[config.mk]
export PLATFORM = sky130hd
export DESIGN_NAME = height_error_statistics
export DESIGN_NICKNAME = d
export VERILOG_FILES = /design/src/design/hes_pkg.sv /design/src/design/hes_front.sv /design/src/design/hes_fifo.sv /design/src/design/hes_summary.sv /design/src/design/hes_back.sv /design/src/design/height_error_statistics.sv
export VERILOG_INCLUDE_DIRS = /design/src /design/src/design
export SDC_FILE = /design/constraint.sdc
export NUM_CORES = 2
export LEC_CHECK = 0
export BUFFER_PORTS_ARGS = -buffer_cell sky130_fd_sc_hd__buf_2
export CAP_MARGIN = 20
export CORE_MARGIN = 5
export CORE_UTILIZATION = 60
export DETAILED_ROUTE_END_ITERATION = 12
export GPL_ROUTABILITY_DRIVEN = 0
export PLACE_DENSITY_LB_ADDON = 0.3
export SLEW_MARGIN = 25
export SYNTH_ARGS = -nofsm -noshare
export SYNTH_HDL_FRONTEND = slang
export SYNTH_SLANG_ARGS = --single-unit
[constraint.sdc]
create_clock -name clock -period 28.4 [get_ports clock]
set_input_delay 2.84 -clock clock [delete_from_list [all_inputs] [get_ports clock]]
set_output_delay 2.84 -clock clock [all_outputs]
set_load 0.02 [all_outputs]
[src/design/height_error_statistics_defines.svh]
// assertion macros for the height error statistics rtl
`ifndef HEIGHT_ERROR_STATISTICS_DEFINES_SVH
`define HEIGHT_ERROR_STATISTICS_DEFINES_SVH

// same-cycle implication, disabled during reset
`define HES_ASSERT_IMPLY(label, clk, rst, ante, cons) \
   label: assert property (@(posedge clk) disable iff (rst) (ante) |-> (cons)) \
      else $error("height_error_statistics: check failed");

// next-cycle implication, disabled during reset
`define HES_ASSERT_NEXT(label, clk, rst, ante, cons) \
   label: assert property (@(posedge clk) disable iff (rst) (ante) |=> (cons)) \
      else $error("height_error_statistics: check failed");

`endif

[src/design/hes_pkg.sv]
// shared widths, codes and types of the height error statistics block
package hes_pkg;

   localparam int HT_W      = 24;
   localparam int ERR_W     = 25;
   localparam int MAG_W     = 25;
   localparam int SQ_W      = 50;
   localparam int SQSUM_W   = 64;
   localparam int RMS_W     = 24;
   localparam int CNT_OUT_W = 17;

   typedef logic signed [ERR_W-1:0] err_type;

   typedef enum logic {
      KIND_POINT   = 1'b0,
      KIND_SUMMARY = 1'b1
   } kind_type;

   // one classified point travelling from the front to the back
   typedef struct packed {
      err_type           err;
      logic [SQ_W-1:0]   sq;
      logic              valid;
      logic              last;
   } point_type;

endpackage

[src/design/hes_front.sv]
// front end: accepts points, forms the error and its square in two stages
module hes_front (
   input  logic                               clock,
   input  logic                               reset,
   input  logic signed [hes_pkg::HT_W-1:0]    req_check_height,
   input  logic signed [hes_pkg::HT_W-1:0]    req_model_height,
   input  logic                               req_model_valid,
   input  logic                               req_last_point,
   input  logic                               req_push,
   output logic                               req_full,
   output logic                               push,
   output hes_pkg::point_type                 push_data,
   input  logic                               fifo_full
);
   import hes_pkg::*;

   logic                 s1_v_ff, s1_v_in;
   err_type              s1_err_ff;
   logic [MAG_W-1:0]     s1_mag_ff;
   logic                 s1_valid_ff, s1_last_ff;
   logic                 s2_v_ff, s2_v_in;
   point_type            s2_pt_ff;
   logic                 s1_ready, s2_ready, accept;
   err_type              diff_a, diff_b;
   logic [SQ_W-1:0]      product;

   // both differences in parallel, the positive one is the magnitude
   assign diff_a = ERR_W'(req_check_height) - ERR_W'(req_model_height);
   assign diff_b = ERR_W'(req_model_height) - ERR_W'(req_check_height);
   assign product = SQ_W'(s1_mag_ff) * SQ_W'(s1_mag_ff);

   // elastic stage control
   assign s2_ready = !s2_v_ff || !fifo_full;
   assign s1_ready = !s1_v_ff || s2_ready;
   assign accept   = req_push && s1_ready;
   assign req_full = !s1_ready;
   assign push      = s2_v_ff && !fifo_full;
   assign push_data = s2_pt_ff;

   always_comb begin
      s1_v_in = s1_v_ff;
      if (accept) begin
         s1_v_in = 1'b1;
      end else if (s2_ready) begin
         s1_v_in = 1'b0;
      end
      s2_v_in = s2_v_ff;
      if (s2_ready) begin
         s2_v_in = s1_v_ff;
      end
   end

   // stage registers, payload without reset
   always_ff @(posedge clock) begin
      if (reset) begin
         s1_v_ff <= 1'b0;
         s2_v_ff <= 1'b0;
      end else begin
         s1_v_ff <= s1_v_in;
         s2_v_ff <= s2_v_in;
      end
      if (accept) begin
         s1_valid_ff <= req_model_valid;
         s1_last_ff  <= req_last_point;
         s1_err_ff   <= req_model_valid ? diff_a : '0;
         s1_mag_ff   <= !req_model_valid ? '0 : (diff_a[ERR_W-1] ? diff_b : diff_a);
      end
      if (s2_ready && s1_v_ff) begin
         s2_pt_ff.err   <= s1_err_ff;
         s2_pt_ff.sq    <= product;
         s2_pt_ff.valid <= s1_valid_ff;
         s2_pt_ff.last  <= s1_last_ff;
      end
   end

endmodule

[src/design/hes_fifo.sv]
// short queue of classified points between front and back
module hes_fifo #(
   parameter int DEPTH = 4
) (
   input  logic                clock,
   input  logic                reset,
   input  logic                push,
   input  hes_pkg::point_type  push_data,
   output logic                full,
   input  logic                pop,
   output hes_pkg::point_type  pop_data,
   output logic                empty
);
   import hes_pkg::*;

   localparam int PTR_W = (DEPTH > 1) ? $clog2(DEPTH) : 1;
   localparam int CNT_W = $clog2(DEPTH + 1);

   point_type            slot_ff [DEPTH];
   logic [PTR_W-1:0]     wr_ptr_ff, rd_ptr_ff;
   logic [CNT_W-1:0]     cnt_ff;
   logic                 do_push, do_pop;

   assign full     = (cnt_ff == CNT_W'(DEPTH));
   assign empty    = (cnt_ff == '0);
   assign do_push  = push && !full;
   assign do_pop   = pop && !empty;
   assign pop_data = slot_ff[rd_ptr_ff];

   // pointers and fill count
   always_ff @(posedge clock) begin
      if (reset) begin
         wr_ptr_ff <= '0;
         rd_ptr_ff <= '0;
         cnt_ff    <= '0;
      end else begin
         if (do_push) begin
            wr_ptr_ff <= (wr_ptr_ff == PTR_W'(DEPTH - 1)) ? '0 : wr_ptr_ff + 1'b1;
         end
         if (do_pop) begin
            rd_ptr_ff <= (rd_ptr_ff == PTR_W'(DEPTH - 1)) ? '0 : rd_ptr_ff + 1'b1;
         end
         if (do_push && !do_pop) begin
            cnt_ff <= cnt_ff + 1'b1;
         end else if (do_pop && !do_push) begin
            cnt_ff <= cnt_ff - 1'b1;
         end
      end
      if (do_push) begin
         slot_ff[wr_ptr_ff] <= push_data;
      end
   end

endmodule

[src/design/hes_summary.sv]
// iterative mean and rms unit: two restoring divisions then a bitwise square root
module hes_summary #(
   parameter int CNT_W = 17,
   parameter int SUM_W = 42
) (
   input  logic                                 clock,
   input  logic                                 reset,
   input  logic                                 start,
   input  logic signed [SUM_W-1:0]              err_sum,
   input  logic [hes_pkg::SQSUM_W-1:0]          sq_sum,
   input  logic [CNT_W-1:0]                     count,
   output logic                                 done,
   output hes_pkg::err_type                     mean,
   output logic [hes_pkg::RMS_W-1:0]            rms
);
   import hes_pkg::*;

   localparam int DIV_STEPS  = SQSUM_W;
   localparam int ROOT_STEPS = SQSUM_W / 2;
   localparam int STEP_W     = $clog2(DIV_STEPS);
   localparam int RREM_W     = ROOT_STEPS + 2;

   typedef enum logic [1:0] {
      ST_IDLE,
      ST_DIV_MEAN,
      ST_DIV_SQ,
      ST_ROOT
   } state_type;

   state_type                 state_ff, state_in;
   logic [STEP_W-1:0]         step_ff, step_in;
   logic [SQSUM_W-1:0]        dvd_ff, dvd_in;
   logic [CNT_W:0]            rem_ff, rem_in;
   logic [SQSUM_W-1:0]        sqsum_ff, sqsum_in;
   logic [CNT_W-1:0]          cnt_ff, cnt_in;
   logic                      neg_ff, neg_in;
   err_type                   mean_ff, mean_in;
   logic [RREM_W-1:0]         rrem_ff, rrem_in;
   logic [ROOT_STEPS-1:0]     root_ff, root_in;
   logic                      done_ff, done_in;

   logic [SUM_W-1:0]          sum_mag;
   logic [CNT_W:0]            rem_sh;
   logic                      q_bit;
   logic [SQSUM_W-1:0]        q_full;
   logic [ERR_W-1:0]          q_low;
   logic [RREM_W-1:0]         rr_sh, trial;
   logic                      r_bit;

   // magnitude of the signed sum, the sign is applied after dividing
   assign sum_mag = err_sum[SUM_W-1] ? SUM_W'(-err_sum) : SUM_W'(err_sum);

   // one restoring division step
   assign rem_sh = {rem_ff[CNT_W-1:0], dvd_ff[SQSUM_W-1]};
   assign q_bit  = (rem_sh >= {1'b0, cnt_ff});
   assign q_full = {dvd_ff[SQSUM_W-2:0], q_bit};
   assign q_low  = q_full[ERR_W-1:0];

   // one square root step, two radicand bits at a time
   assign rr_sh = {rrem_ff[RREM_W-3:0], dvd_ff[SQSUM_W-1:SQSUM_W-2]};
   assign trial = {root_ff, 2'b01};
   assign r_bit = (rr_sh >= trial);

   assign done = done_ff;
   assign mean = mean_ff;
   assign rms  = root_ff[RMS_W-1:0];

   always_comb begin
      state_in = state_ff;
      step_in  = step_ff;
      dvd_in   = dvd_ff;
      rem_in   = rem_ff;
      sqsum_in = sqsum_ff;
      cnt_in   = cnt_ff;
      neg_in   = neg_ff;
      mean_in  = mean_ff;
      rrem_in  = rrem_ff;
      root_in  = root_ff;
      done_in  = 1'b0;
      unique case (state_ff)
         ST_IDLE: begin
            if (start) begin
               dvd_in   = SQSUM_W'(sum_mag);
               neg_in   = err_sum[SUM_W-1];
               sqsum_in = sq_sum;
               cnt_in   = count;
               rem_in   = '0;
               step_in  = '0;
               state_in = ST_DIV_MEAN;
            end
         end
         ST_DIV_MEAN, ST_DIV_SQ: begin
            rem_in  = q_bit ? rem_sh - {1'b0, cnt_ff} : rem_sh;
            dvd_in  = q_full;
            step_in = step_ff + 1'b1;
            if (step_ff == STEP_W'(DIV_STEPS - 1)) begin
               step_in = '0;
               rem_in  = '0;
               if (state_ff == ST_DIV_MEAN) begin
                  mean_in  = neg_ff ? -q_low : q_low;
                  dvd_in   = sqsum_ff;
                  state_in = ST_DIV_SQ;
               end else begin
                  rrem_in  = '0;
                  root_in  = '0;
                  state_in = ST_ROOT;
               end
            end
         end
         ST_ROOT: begin
            rrem_in = r_bit ? rr_sh - trial : rr_sh;
            root_in = {root_ff[ROOT_STEPS-2:0], r_bit};
            dvd_in  = {dvd_ff[SQSUM_W-3:0], 2'b00};
            step_in = step_ff + 1'b1;
            if (step_ff == STEP_W'(ROOT_STEPS - 1)) begin
               step_in  = '0;
               done_in  = 1'b1;
               state_in = ST_IDLE;
            end
         end
         default: begin
            state_in = ST_IDLE;
         end
      endcase
   end

   // sequencer state and working registers
   always_ff @(posedge clock) begin
      if (reset) begin
         state_ff <= ST_IDLE;
         step_ff  <= '0;
         done_ff  <= 1'b0;
      end else begin
         state_ff <= state_in;
         step_ff  <= step_in;
         done_ff  <= done_in;
      end
      dvd_ff   <= dvd_in;
      rem_ff   <= rem_in;
      sqsum_ff <= sqsum_in;
      cnt_ff   <= cnt_in;
      neg_ff   <= neg_in;
      mean_ff  <= mean_in;
      rrem_ff  <= rrem_in;
      root_ff  <= root_in;
   end

endmodule

[src/design/hes_back.sv]
// back end: accumulates statistics, emits point words and set summaries
module hes_back #(
   parameter int MAX_POINTS = 65536
) (
   input  logic                                 clock,
   input  logic                                 reset,
   input  logic                                 fifo_empty,
   input  hes_pkg::point_type                   fifo_data,
   output logic                                 fifo_pop,
   output logic                                 rsp_result_kind,
   output logic signed [hes_pkg::ERR_W-1:0]     rsp_height_error,
   output logic                                 rsp_error_valid,
   output logic signed [hes_pkg::ERR_W-1:0]     rsp_mean_error,
   output logic signed [hes_pkg::ERR_W-1:0]     rsp_min_error,
   output logic signed [hes_pkg::ERR_W-1:0]     rsp_max_error,
   output logic [hes_pkg::RMS_W-1:0]            rsp_rms_error,
   output logic [hes_pkg::CNT_OUT_W-1:0]        rsp_valid_count,
   output logic                                 rsp_no_valid_points,
   output logic                                 rsp_last_result,
   output logic                                 rsp_empty,
   input  logic                                 rsp_pop
);
   import hes_pkg::*;
   `include "height_error_statistics_defines.svh"

   localparam int CNT_W = $clog2(MAX_POINTS + 1);
   localparam int SUM_W = ERR_W + CNT_W;

   typedef enum logic [1:0] {
      ST_RUN,
      ST_START,
      ST_CALC,
      ST_EMIT
   } state_type;

   state_type                 state_ff, state_in;
   logic [CNT_W-1:0]          cnt_ff, cnt_in;
   logic signed [SUM_W-1:0]   sum_ff, sum_in;
   logic [SQSUM_W-1:0]        sq_ff, sq_in;
   err_type                   min_ff, min_in;
   err_type                   max_ff, max_in;
   logic                      start_ff, start_in;

   logic                      out_v_ff, out_v_in;
   kind_type                  kind_ff, kind_in;
   err_type                   herr_ff, herr_in;
   logic                      ev_ff, ev_in;
   err_type                   mean_ff, mean_in;
   err_type                   omin_ff, omin_in;
   err_type                   omax_ff, omax_in;
   logic [RMS_W-1:0]          rms_ff, rms_in;
   logic [CNT_OUT_W-1:0]      ocnt_ff, ocnt_in;
   logic                      nv_ff, nv_in;
   logic                      lr_ff, lr_in;

   logic                      out_free;
   logic [SQSUM_W:0]          sq_add;
   logic                      sum_done;
   err_type                   sum_mean;
   logic [RMS_W-1:0]          sum_rms;

   hes_summary #(
      .CNT_W (CNT_W),
      .SUM_W (SUM_W)
   ) u_summary (
      .clock   (clock),
      .reset   (reset),
      .start   (start_ff),
      .err_sum (sum_ff),
      .sq_sum  (sq_ff),
      .count   (cnt_ff),
      .done    (sum_done),
      .mean    (sum_mean),
      .rms     (sum_rms)
   );

   assign out_free = !out_v_ff || rsp_pop;
   assign sq_add   = {1'b0, sq_ff} + (SQSUM_W + 1)'(fifo_data.sq);

   // result word ports
   assign rsp_empty           = !out_v_ff;
   assign rsp_result_kind     = kind_ff;
   assign rsp_height_error    = herr_ff;
   assign rsp_error_valid     = ev_ff;
   assign rsp_mean_error      = mean_ff;
   assign rsp_min_error       = omin_ff;
   assign rsp_max_error       = omax_ff;
   assign rsp_rms_error       = rms_ff;
   assign rsp_valid_count     = ocnt_ff;
   assign rsp_no_valid_points = nv_ff;
   assign rsp_last_result     = lr_ff;

   // sequencing, accumulation and output word selection
   always_comb begin
      state_in = state_ff;
      cnt_in   = cnt_ff;
      sum_in   = sum_ff;
      sq_in    = sq_ff;
      min_in   = min_ff;
      max_in   = max_ff;
      start_in = 1'b0;
      out_v_in = out_v_ff;
      kind_in  = kind_ff;
      herr_in  = herr_ff;
      ev_in    = ev_ff;
      mean_in  = mean_ff;
      omin_in  = omin_ff;
      omax_in  = omax_ff;
      rms_in   = rms_ff;
      ocnt_in  = ocnt_ff;
      nv_in    = nv_ff;
      lr_in    = lr_ff;
      fifo_pop = 1'b0;
      if (out_v_ff && rsp_pop) begin
         out_v_in = 1'b0;
      end
      unique case (state_ff)
         ST_RUN: begin
            if (!fifo_empty && out_free) begin
               fifo_pop = 1'b1;
               out_v_in = 1'b1;
               kind_in  = KIND_POINT;
               herr_in  = fifo_data.err;
               ev_in    = fifo_data.valid;
               mean_in  = '0;
               omin_in  = '0;
               omax_in  = '0;
               rms_in   = '0;
               ocnt_in  = '0;
               nv_in    = 1'b0;
               lr_in    = !fifo_data.last;
               if (fifo_data.valid && cnt_ff < CNT_W'(MAX_POINTS)) begin
                  cnt_in = cnt_ff + 1'b1;
                  sum_in = sum_ff + SUM_W'(fifo_data.err);
                  sq_in  = sq_add[SQSUM_W] ? '1 : sq_add[SQSUM_W-1:0];
                  if (cnt_ff == '0) begin
                     min_in = fifo_data.err;
                     max_in = fifo_data.err;
                  end else begin
                     if (fifo_data.err < min_ff) begin
                        min_in = fifo_data.err;
                     end
                     if (fifo_data.err > max_ff) begin
                        max_in = fifo_data.err;
                     end
                  end
               end
               if (fifo_data.last) begin
                  state_in = ST_START;
               end
            end
         end
         ST_START: begin
            if (cnt_ff == '0) begin
               state_in = ST_EMIT;
            end else begin
               start_in = 1'b1;
               state_in = ST_CALC;
            end
         end
         ST_CALC: begin
            if (sum_done) begin
               state_in = ST_EMIT;
            end
         end
         ST_EMIT: begin
            if (out_free) begin
               out_v_in = 1'b1;
               kind_in  = KIND_SUMMARY;
               herr_in  = '0;
               ev_in    = 1'b0;
               lr_in    = 1'b1;
               if (cnt_ff == '0) begin
                  nv_in   = 1'b1;
                  mean_in = '0;
                  omin_in = '0;
                  omax_in = '0;
                  rms_in  = '0;
                  ocnt_in = '0;
               end else begin
                  nv_in   = 1'b0;
                  mean_in = sum_mean;
                  omin_in = min_ff;
                  omax_in = max_ff;
                  rms_in  = sum_rms;
                  ocnt_in = CNT_OUT_W'(cnt_ff);
               end
               cnt_in   = '0;
               sum_in   = '0;
               sq_in    = '0;
               min_in   = '0;
               max_in   = '0;
               state_in = ST_RUN;
            end
         end
         default: begin
            state_in = ST_RUN;
         end
      endcase
   end

   // state, accumulators and the output word
   always_ff @(posedge clock) begin
      if (reset) begin
         state_ff <= ST_RUN;
         cnt_ff   <= '0;
         sum_ff   <= '0;
         sq_ff    <= '0;
         min_ff   <= '0;
         max_ff   <= '0;
         start_ff <= 1'b0;
         out_v_ff <= 1'b0;
      end else begin
         state_ff <= state_in;
         cnt_ff   <= cnt_in;
         sum_ff   <= sum_in;
         sq_ff    <= sq_in;
         min_ff   <= min_in;
         max_ff   <= max_in;
         start_ff <= start_in;
         out_v_ff <= out_v_in;
      end
      kind_ff <= kind_in;
      herr_ff <= herr_in;
      ev_ff   <= ev_in;
      mean_ff <= mean_in;
      omin_ff <= omin_in;
      omax_ff <= omax_in;
      rms_ff  <= rms_in;
      ocnt_ff <= ocnt_in;
      nv_ff   <= nv_in;
      lr_ff   <= lr_in;
   end

   // points are only drawn from the queue while no summary is pending
   `HES_ASSERT_IMPLY(a_pop_only_in_run, clock, reset, fifo_pop, state_ff == ST_RUN)
   // the count never passes its limit
   `HES_ASSERT_IMPLY(a_count_bound, clock, reset, 1'b1, cnt_ff <= CNT_W'(MAX_POINTS))
   // accumulators are empty once a summary word has been loaded
   `HES_ASSERT_NEXT(a_clear_after_summary, clock, reset, state_ff == ST_EMIT && out_free, cnt_ff == '0 && sum_ff == '0 && sq_ff == '0)
   // an empty set reports a zero count
   `HES_ASSERT_IMPLY(a_empty_set_zero, clock, reset, out_v_ff && kind_ff == KIND_SUMMARY && nv_ff, ocnt_ff == '0 && mean_ff == '0)

endmodule

[src/design/height_error_statistics.sv]
// height error statistics: per point errors and set summaries of model heights
//
// Input channel (req_): one word per check point, taken when req_push is high
// and req_full is low. A word carries the reference and model heights, the
// model valid flag and the last point mark.
// Result channel (rsp_): the oldest result word waits on the rsp_ ports while
// rsp_empty is low and leaves on a cycle with rsp_pop high.
// Every point gives one word with its error; a last point gives a second word,
// the set summary (mean, rms, min, max, count), after which the sums clear.
// A point word passes the front stages, the queue and the output register to the
// rsp_ ports. Points stream at one word per cycle while no summary is pending and
// the receiver pops. A summary follows its point word after two 64 step restoring
// divisions and a 32 step square root in the shared unit; points queue meanwhile.
// Reset is synchronous and clears all control state and the accumulators.
// When the receiver stalls, the output register holds its word, the queue fills
// and req_full rises; no word is lost.
module height_error_statistics #(
   parameter int MAX_POINTS  = 65536,
   parameter int QUEUE_DEPTH = 4
) (
   input  logic                                 clock,
   input  logic                                 reset,
   input  logic signed [hes_pkg::HT_W-1:0]      req_check_height,
   input  logic signed [hes_pkg::HT_W-1:0]      req_model_height,
   input  logic                                 req_model_valid,
   input  logic                                 req_last_point,
   input  logic                                 req_push,
   output logic                                 req_full,
   output logic                                 rsp_result_kind,
   output logic signed [hes_pkg::ERR_W-1:0]     rsp_height_error,
   output logic                                 rsp_error_valid,
   output logic signed [hes_pkg::ERR_W-1:0]     rsp_mean_error,
   output logic signed [hes_pkg::ERR_W-1:0]     rsp_min_error,
   output logic signed [hes_pkg::ERR_W-1:0]     rsp_max_error,
   output logic [hes_pkg::RMS_W-1:0]            rsp_rms_error,
   output logic [hes_pkg::CNT_OUT_W-1:0]        rsp_valid_count,
   output logic                                 rsp_no_valid_points,
   output logic                                 rsp_last_result,
   output logic                                 rsp_empty,
   input  logic                                 rsp_pop
);
   import hes_pkg::*;

   logic         push, fifo_full, fifo_pop, fifo_empty;
   point_type    push_data, fifo_data;

   // classify and square
   hes_front u_front (
      .clock            (clock),
      .reset            (reset),
      .req_check_height (req_check_height),
      .req_model_height (req_model_height),
      .req_model_valid  (req_model_valid),
      .req_last_point   (req_last_point),
      .req_push         (req_push),
      .req_full         (req_full),
      .push             (push),
      .push_data        (push_data),
      .fifo_full        (fifo_full)
   );

   // decoupling queue
   hes_fifo #(
      .DEPTH (QUEUE_DEPTH)
   ) u_fifo (
      .clock     (clock),
      .reset     (reset),
      .push      (push),
      .push_data (push_data),
      .full      (fifo_full),
      .pop       (fifo_pop),
      .pop_data  (fifo_data),
      .empty     (fifo_empty)
   );

   // accumulate and report
   hes_back #(
      .MAX_POINTS (MAX_POINTS)
   ) u_back (
      .clock               (clock),
      .reset               (reset),
      .fifo_empty          (fifo_empty),
      .fifo_data           (fifo_data),
      .fifo_pop            (fifo_pop),
      .rsp_result_kind     (rsp_result_kind),
      .rsp_height_error    (rsp_height_error),
      .rsp_error_valid     (rsp_error_valid),
      .rsp_mean_error      (rsp_mean_error),
      .rsp_min_error       (rsp_min_error),
      .rsp_max_error       (rsp_max_error),
      .rsp_rms_error       (rsp_rms_error),
      .rsp_valid_count     (rsp_valid_count),
      .rsp_no_valid_points (rsp_no_valid_points),
      .rsp_last_result     (rsp_last_result),
      .rsp_empty           (rsp_empty),
      .rsp_pop             (rsp_pop)
   );

endmodule
; ---- Word level (Yosys, flattened, before mapping)
; Memories as Yosys holds them, arrays and structs flattened. A register that Yosys moved wholly into a read port is not among the register bits.
; Index checks and enable logic that the tools add are counted.
; Widths: inputs -> output; s select.
[totals]
regBits = 721
mem_bits_rw = 308
input_bits = 54
output_inout_bits = 147
wordCells = 239
n_memories = 1
[classes]
addsub = 14
multipliers = 1
order_cmp = 5
eq_ne = 22
n_mux = 106
bitwise_logic = 2
reduce_logical = 45
[mem_list]
columns = name, words, word_bits, rd, rd_clocked_by_memory_dff, wr, line
row1 = u_fifo.slot_ff, 4, 77, 1, 1, 1, hes_fifo.sv:19  ; point_type slot_ff [DEPTH];
[op_table]
columns = operator, n
row1 = $mux 25, 18
row2 = $mux 64, 7
row3 = $pmux 25 s2, 6
row4 = $pmux 64 s3, 1
row5 = $mux 42, 4
row6 = $mux 32, 5
row7 = $mux 17, 9
row8 = $pmux 32 s2, 2
row9 = $pmux 64 s2, 1
row10 = $pmux 17 s2, 3
row11 = $mux 24, 4
row12 = $pmux 42 s2, 1
row13 = $add 64x50->65, 1
row14 = $mul 25x25->50, 1
row15 = $sub 24x24->25, 2
row16 = $pmux 24 s2, 1
row17 = $add 42x25->42, 1
row18 = $neg 42->42, 1
row19 = $ge 34x34->1, 1
row20 = $sub 32x32->32, 1
row21 = $gt 25x25->1, 1
row22 = $lt 25x25->1, 1
row23 = $neg 25->25, 1
row24 = $mux 2, 11
row25 = 36 further kinds, 111

; ---- Longest topological paths before layout
[logic_depth]
word_depth = 9
depth_mapped = 28
ltp_nobuf = 27

; ---- By module
; Synthesis repeated with hierarchy kept, for this count alone.
[hier_totals]
hier_cells = 6596
area_unflattened_um2 = 70162.3
[modules_own_cells]
columns = module, n_inst, cells_per_inst, area_each_um2
row1 = hes_front, 1, 2642, 25340.6
row2 = hes_back, 1, 2016, 18360.1
row3 = hes_summary, 1, 1485, 14856.7
row4 = hes_fifo, 1, 453, 11604.9

; ---- Worst setup path after synthesis
; No wires, ideal clock.
[synth_timing]
kind = input -> register
start = input port rsp_pop
end = register u_back.sq_ff[44]
setup_ps = 79
t_arrival_ps = 11175
required_ps = 28321
setup_slack_ps = 17146
path_stages = 9
path_cell_list = nand2b_1 o31ai_1 a22o_1 nor2_1 nand2_1 nor3_1 buf_2 o21ai_0 o211ai_1
[synth_between]
elab_chain_cells = 4
elab_cells_between_ends = 5
[synth_lines]
columns = element, line
row1 = "start, declared", height_error_statistics.sv:40  ; input logic rsp_pop
row2 = $logic_or 1x1->1 *, hes_back.sv:77  ; assign out_free = !out_v_ff || rsp_pop;
row3 = $logic_and 1x1->1, hes_back.sv:119  ; if (!fifo_empty && out_free) begin
row4 = $ne 2x1->1 (no line), --
row5 = $reduce_and 4->1 (no line) *, --
row6 = "end signal, assigned", hes_back.sv:217  ; sq_ff <= sq_in;
row7 = "end, declared", hes_back.sv:39  ; logic [SQSUM_W-1:0] sq_ff, sq_in;
; Mark *: on every way between the ends. The rest lies on a longest branch, timed or not.
; A chain may end at the register's enable or synchronous reset.

; ---- Worst setup path after layout
[layout_timing]
start = register u_front.s1_mag_ff[9]
end = register u_front.s2_pt_ff, in the netlist u_front.push_data[49] (data pin)
[layout_between]
elab_chain_cells = 1
[layout_lines]
columns = element, line
row1 = "start, declared", hes_front.sv:19  ; logic [MAG_W-1:0] s1_mag_ff;
row2 = "start signal, assigned", hes_front.sv:66  ; s1_mag_ff <= !req_model_valid ? '0 : (diff_a[ERR_W-1] ? diff_b : diff_a);
row3 = $mul 25x25->50, hes_front.sv:30  ; assign product = SQ_W'(s1_mag_ff) * SQ_W'(s1_mag_ff);
row4 = via u_front.product[47], hes_front.sv:25  ; logic [SQ_W-1:0] product;
row5 = "end, declared", hes_front.sv:22  ; point_type s2_pt_ff;
; The timed path passes the listed nets, and every way through them passes these cells.

==> qor.csv <==
stage;metric;value;unit
routing;initial drt markers;4383;
sta;Fin Clk Skew;0.0568;ns
grt;initial antenna violation count;0;
routing;via count;47614;
die;core area;114000;um2
worst_setup_path;crit path DAT;8.83;ns
clock_network;Post-CTS Setup Bufs;0;
worst_setup_path;WP data required;28.83;ns
routing;# DRC;0;
clock_network;CTS tree;done;
job;max cap viols;0;
worst_setup_path;Critical Path, Cell by Cell;inv_1 > nor2_1 > fa_1 > fa_1 > inv_1 > fa_1 > fa_1 > inv_1 > fa_1 > fa_1 > inv_1 > fa_1 > inv_1 > ha_1 > a21oi_1 > a21boi_0 > a311o_1 > a21oi_1 > o41ai_1 > o31a_1 > a311o_1 > nor4bb_1 > nor3_1 > xnor2_1;
worst_setup_path;Worst Setup Start Kind;flop;
clock_network;# hold bufs at CTS;0;
grt;total gr overflow;0;
synth;largest cells by area after synthesis;edfxtp_1 36%, fa_1 14%, ha_1 8.0%;
sta;Final Hold Viols;0;
routing;vias per cell;5.83;
sta;Final period util;29.6;%
worst_hold_path;hold crit path type;reg2reg;
clock_network;clk sinks;1020;
sta;Slew @ Worst Pin;1.12;ns
sta;f_max;119;MHz
synth;Synth Flop Type;edfxtp_1;
clock_network;number of H-tree levels;3;
synth;share of flip-flops with an asynchronous set or reset;0;%
clock_network;clock transition at the registers of the reported paths;0.06;ns
clock_network;Clock Latency Late Sink;0.71;ns
routing;Routed Antenna Nets;0;
synth;Post-synth EDFFs;823;
worst_setup_path;Most common cell on crit path;fa_1;
synth;largest area contributor in the netlist;edfxtp_1;
finish;Nets;7539;
clock_network;Post-CTS Resized;0;
finish;sequential cell area;28700;um2
synth;Synth Register Bits;1020;
routing;routed wire length per instance;19.7;um
die;Die Span Y;349;um
clock_network;buffer levels on the longest clock path;3;
finish;commonest cells after routing, fill and taps aside;947 x inv_1, 823 x edfxtp_1, 688 x nand2_1, 481 x fa_1, 438 x ha_1;
clock_network;Root Driver;clkbuf_16;
outcome;status;finished, final reports clean;
die;Die ar.;122000;um2
sta;crit path time final;8.39;ns
worst_setup_path;CP delay by family, top;adder cells;
worst_setup_path;WS Path Type;reg2reg;
synth;Syn Nets;7434;
synth;YS warnings;0;
grt;largest net degree at the start of global routing;87;
routing;drt first pass iters;5;
sta;setup total negative slack;0;ns
finish;most common cell after layout, fill and taps aside;inv_1;
finish;Fill cells;8670;
sta;Max-slew headroom;23.2;%
die;Initial Utilization;60.4;%
synth;Mapped Cells;6458;
synth;Seq/Total Area, Yosys;41.6;%
synth;Post-Syn Area;68900;um2
placed_design;detailed placer's ending HPWL;116;mm
worst_setup_path;critical path endpoint category;flop;
clock_network;number of CTS-inserted buffers;103;
sta;Max Transition Viols Final;0;
worst_setup_path;FF-to-FF setup slack;20.01;ns
worst_setup_path;CP peak stage delay;1.11;ns
finish;Area growth syn-to-layout;8.59;%
routing;drt total wl;161;mm
grt;Global Route Usage Sum;26.4;%
finish;layout cells sized above 1;8.06;%
die;Die Span X;349;um
worst_setup_path;slowest cell on the critical path;edfxtp_1;
finish;area of the multi-input gates;35900;um2
synth;number of distinct library cells after synthesis;84;
synth;share of the synthesized area in the top cell type;35.9;%
worst_setup_path;Bufs and invs on worst path;5;
grt;number of global-route vias before repair;47487;
finish;Ant. Diodes;0;
die;row count;124;
synth;post-synthesis average cell area;10.7;um2
die;IO Count;201;
placed_design;number of port buffers;200;
grt;first-pass GRT wire length;259;mm
sta;RSZ-0062 raised after global routing;no;
worst_setup_path;CP max FO;24;
sta;Setup violations, final;0;
through the flow:
step | worst slack [ns] | cell area [um2] | hold WS (ns) | instances | utilization, %
global route | 19.56 | 74900 | 0.423 | 8165 | 65.6
floorplan | 17.15 | 68900 | 0.400 | 6458 | -
global placement | 20.29 | 71400 | 0.403 | 7968 | 62.5
CTS | 20.11 | 74800 | 0.418 | 8164 | 65.5
finish | 20.01 | 74900 | 0.418 | 8165 | 65.6
detailed placement | 20.15 | 71400 | 0.405 | 7969 | 62.5
cell usage after synthesis, types with 10 or more instances:
| cell type | n |
|---|---|
| mux2i_1 | 38 |
| nor2_1 | 278 |
| o21a_1 | 34 |
| nand4_1 | 49 |
| nor4_1 | 16 |
| o31ai_1 | 30 |
| a22oi_1 | 42 |
| nand2b_1 | 68 |
| a21boi_0 | 13 |
| a211oi_1 | 35 |
| a21oi_1 | 319 |
| edfxtp_1 | 823 |
| buf_1 | 21 |
| a21o_1 | 145 |
| o21bai_1 | 29 |
| and2_1 | 333 |
| fa_1 | 481 |
| a31oi_1 | 27 |
| inv_1 | 949 |
| xor2_1 | 135 |
| a221oi_1 | 52 |
| o211ai_1 | 18 |
| and4_1 | 16 |
| nor3_1 | 71 |
| and3_1 | 38 |
| xnor2_1 | 140 |
| dfxtp_1 | 197 |
| or3_1 | 27 |
| nand3_1 | 75 |
| o41ai_1 | 21 |
| clkbuf_1 | 216 |
| nand3b_1 | 12 |
| o31a_1 | 10 |
| ha_1 | 441 |
| buf_2 | 11 |
| o21ai_0 | 244 |
| o2bb2ai_1 | 26 |
| nand2_1 | 689 |
| mux4_2 | 75 |
| nor2b_1 | 80 |
cell type report:
cell class,count,area share (%)
clock buffer,136,3.80
clock inverter,59,0.794
inverter,951,4.77
multi-input combinational,4239,48.0
sequential,1020,38.3
tap,1512,2.53
timing repair buffer,248,1.86
final timing paths:
| path | endpoint | cells past startpoint | startpoint |
|---|---|---|---|
| max | u_front.push_data[49]$_DFFE_PP_ | 24 | u_front.s1_mag_ff[9]$_SDFFCE_PN0P_ |
| min | u_front.push_data[65]$_DFFE_PP_ | 0 | u_front.s1_err_ff[13]$_SDFFCE_PN0P_ |
| max reg2reg | u_front.push_data[49]$_DFFE_PP_ | 24 | u_front.s1_mag_ff[9]$_SDFFCE_PN0P_ |
| min reg2reg | u_front.push_data[65]$_DFFE_PP_ | 0 | u_front.s1_err_ff[13]$_SDFFCE_PN0P_ |
logic make-up (layout without fill, tap and decap cells):
| family | after synthesis | count (layout) | synth area share, % |
|---|---|---|---|
| AOI/OAI and AO/OA | 1131 | 1131 | 10.6 |
| xor gates and xnor gates | 275 | 275 | 3.49 |
| adders and majority gates | 922 | 922 | 22.0 |
| buffers and inverters | 1199 | 1394 | 6.55 |
| DFF | 1020 | 1020 | 41.6 |
| muxes | 117 | 117 | 3.07 |
| and+or+nand+nor | 1794 | 1794 | 12.7 |
state kept, by name, summed over array words and instances, names as in the netlist, 32 cells and up, named ones only:
register and cells:
u_fifo.slot_ff 300, u_front.push_data 75, u_back.sq_ff 64, u_back.u_summary.dvd_ff 64, u_back.u_summary.sqsum_ff 64, u_back.sum_ff 42
u_back.u_summary.root_ff 32, u_back.u_summary.rrem_ff 32
routing by layer:
layer	share of wire, %	global-route usage, %	wire length [um]
met1	42	36.5	66900
met2	48	43.0	76600
met3	7.2	4.23	11600
met4	3.7	8.92	5960
met5	0	0	0
Power is not shown: default switching activity piles up to over one toggle a cycle in this logic, so the estimate is an artifact.
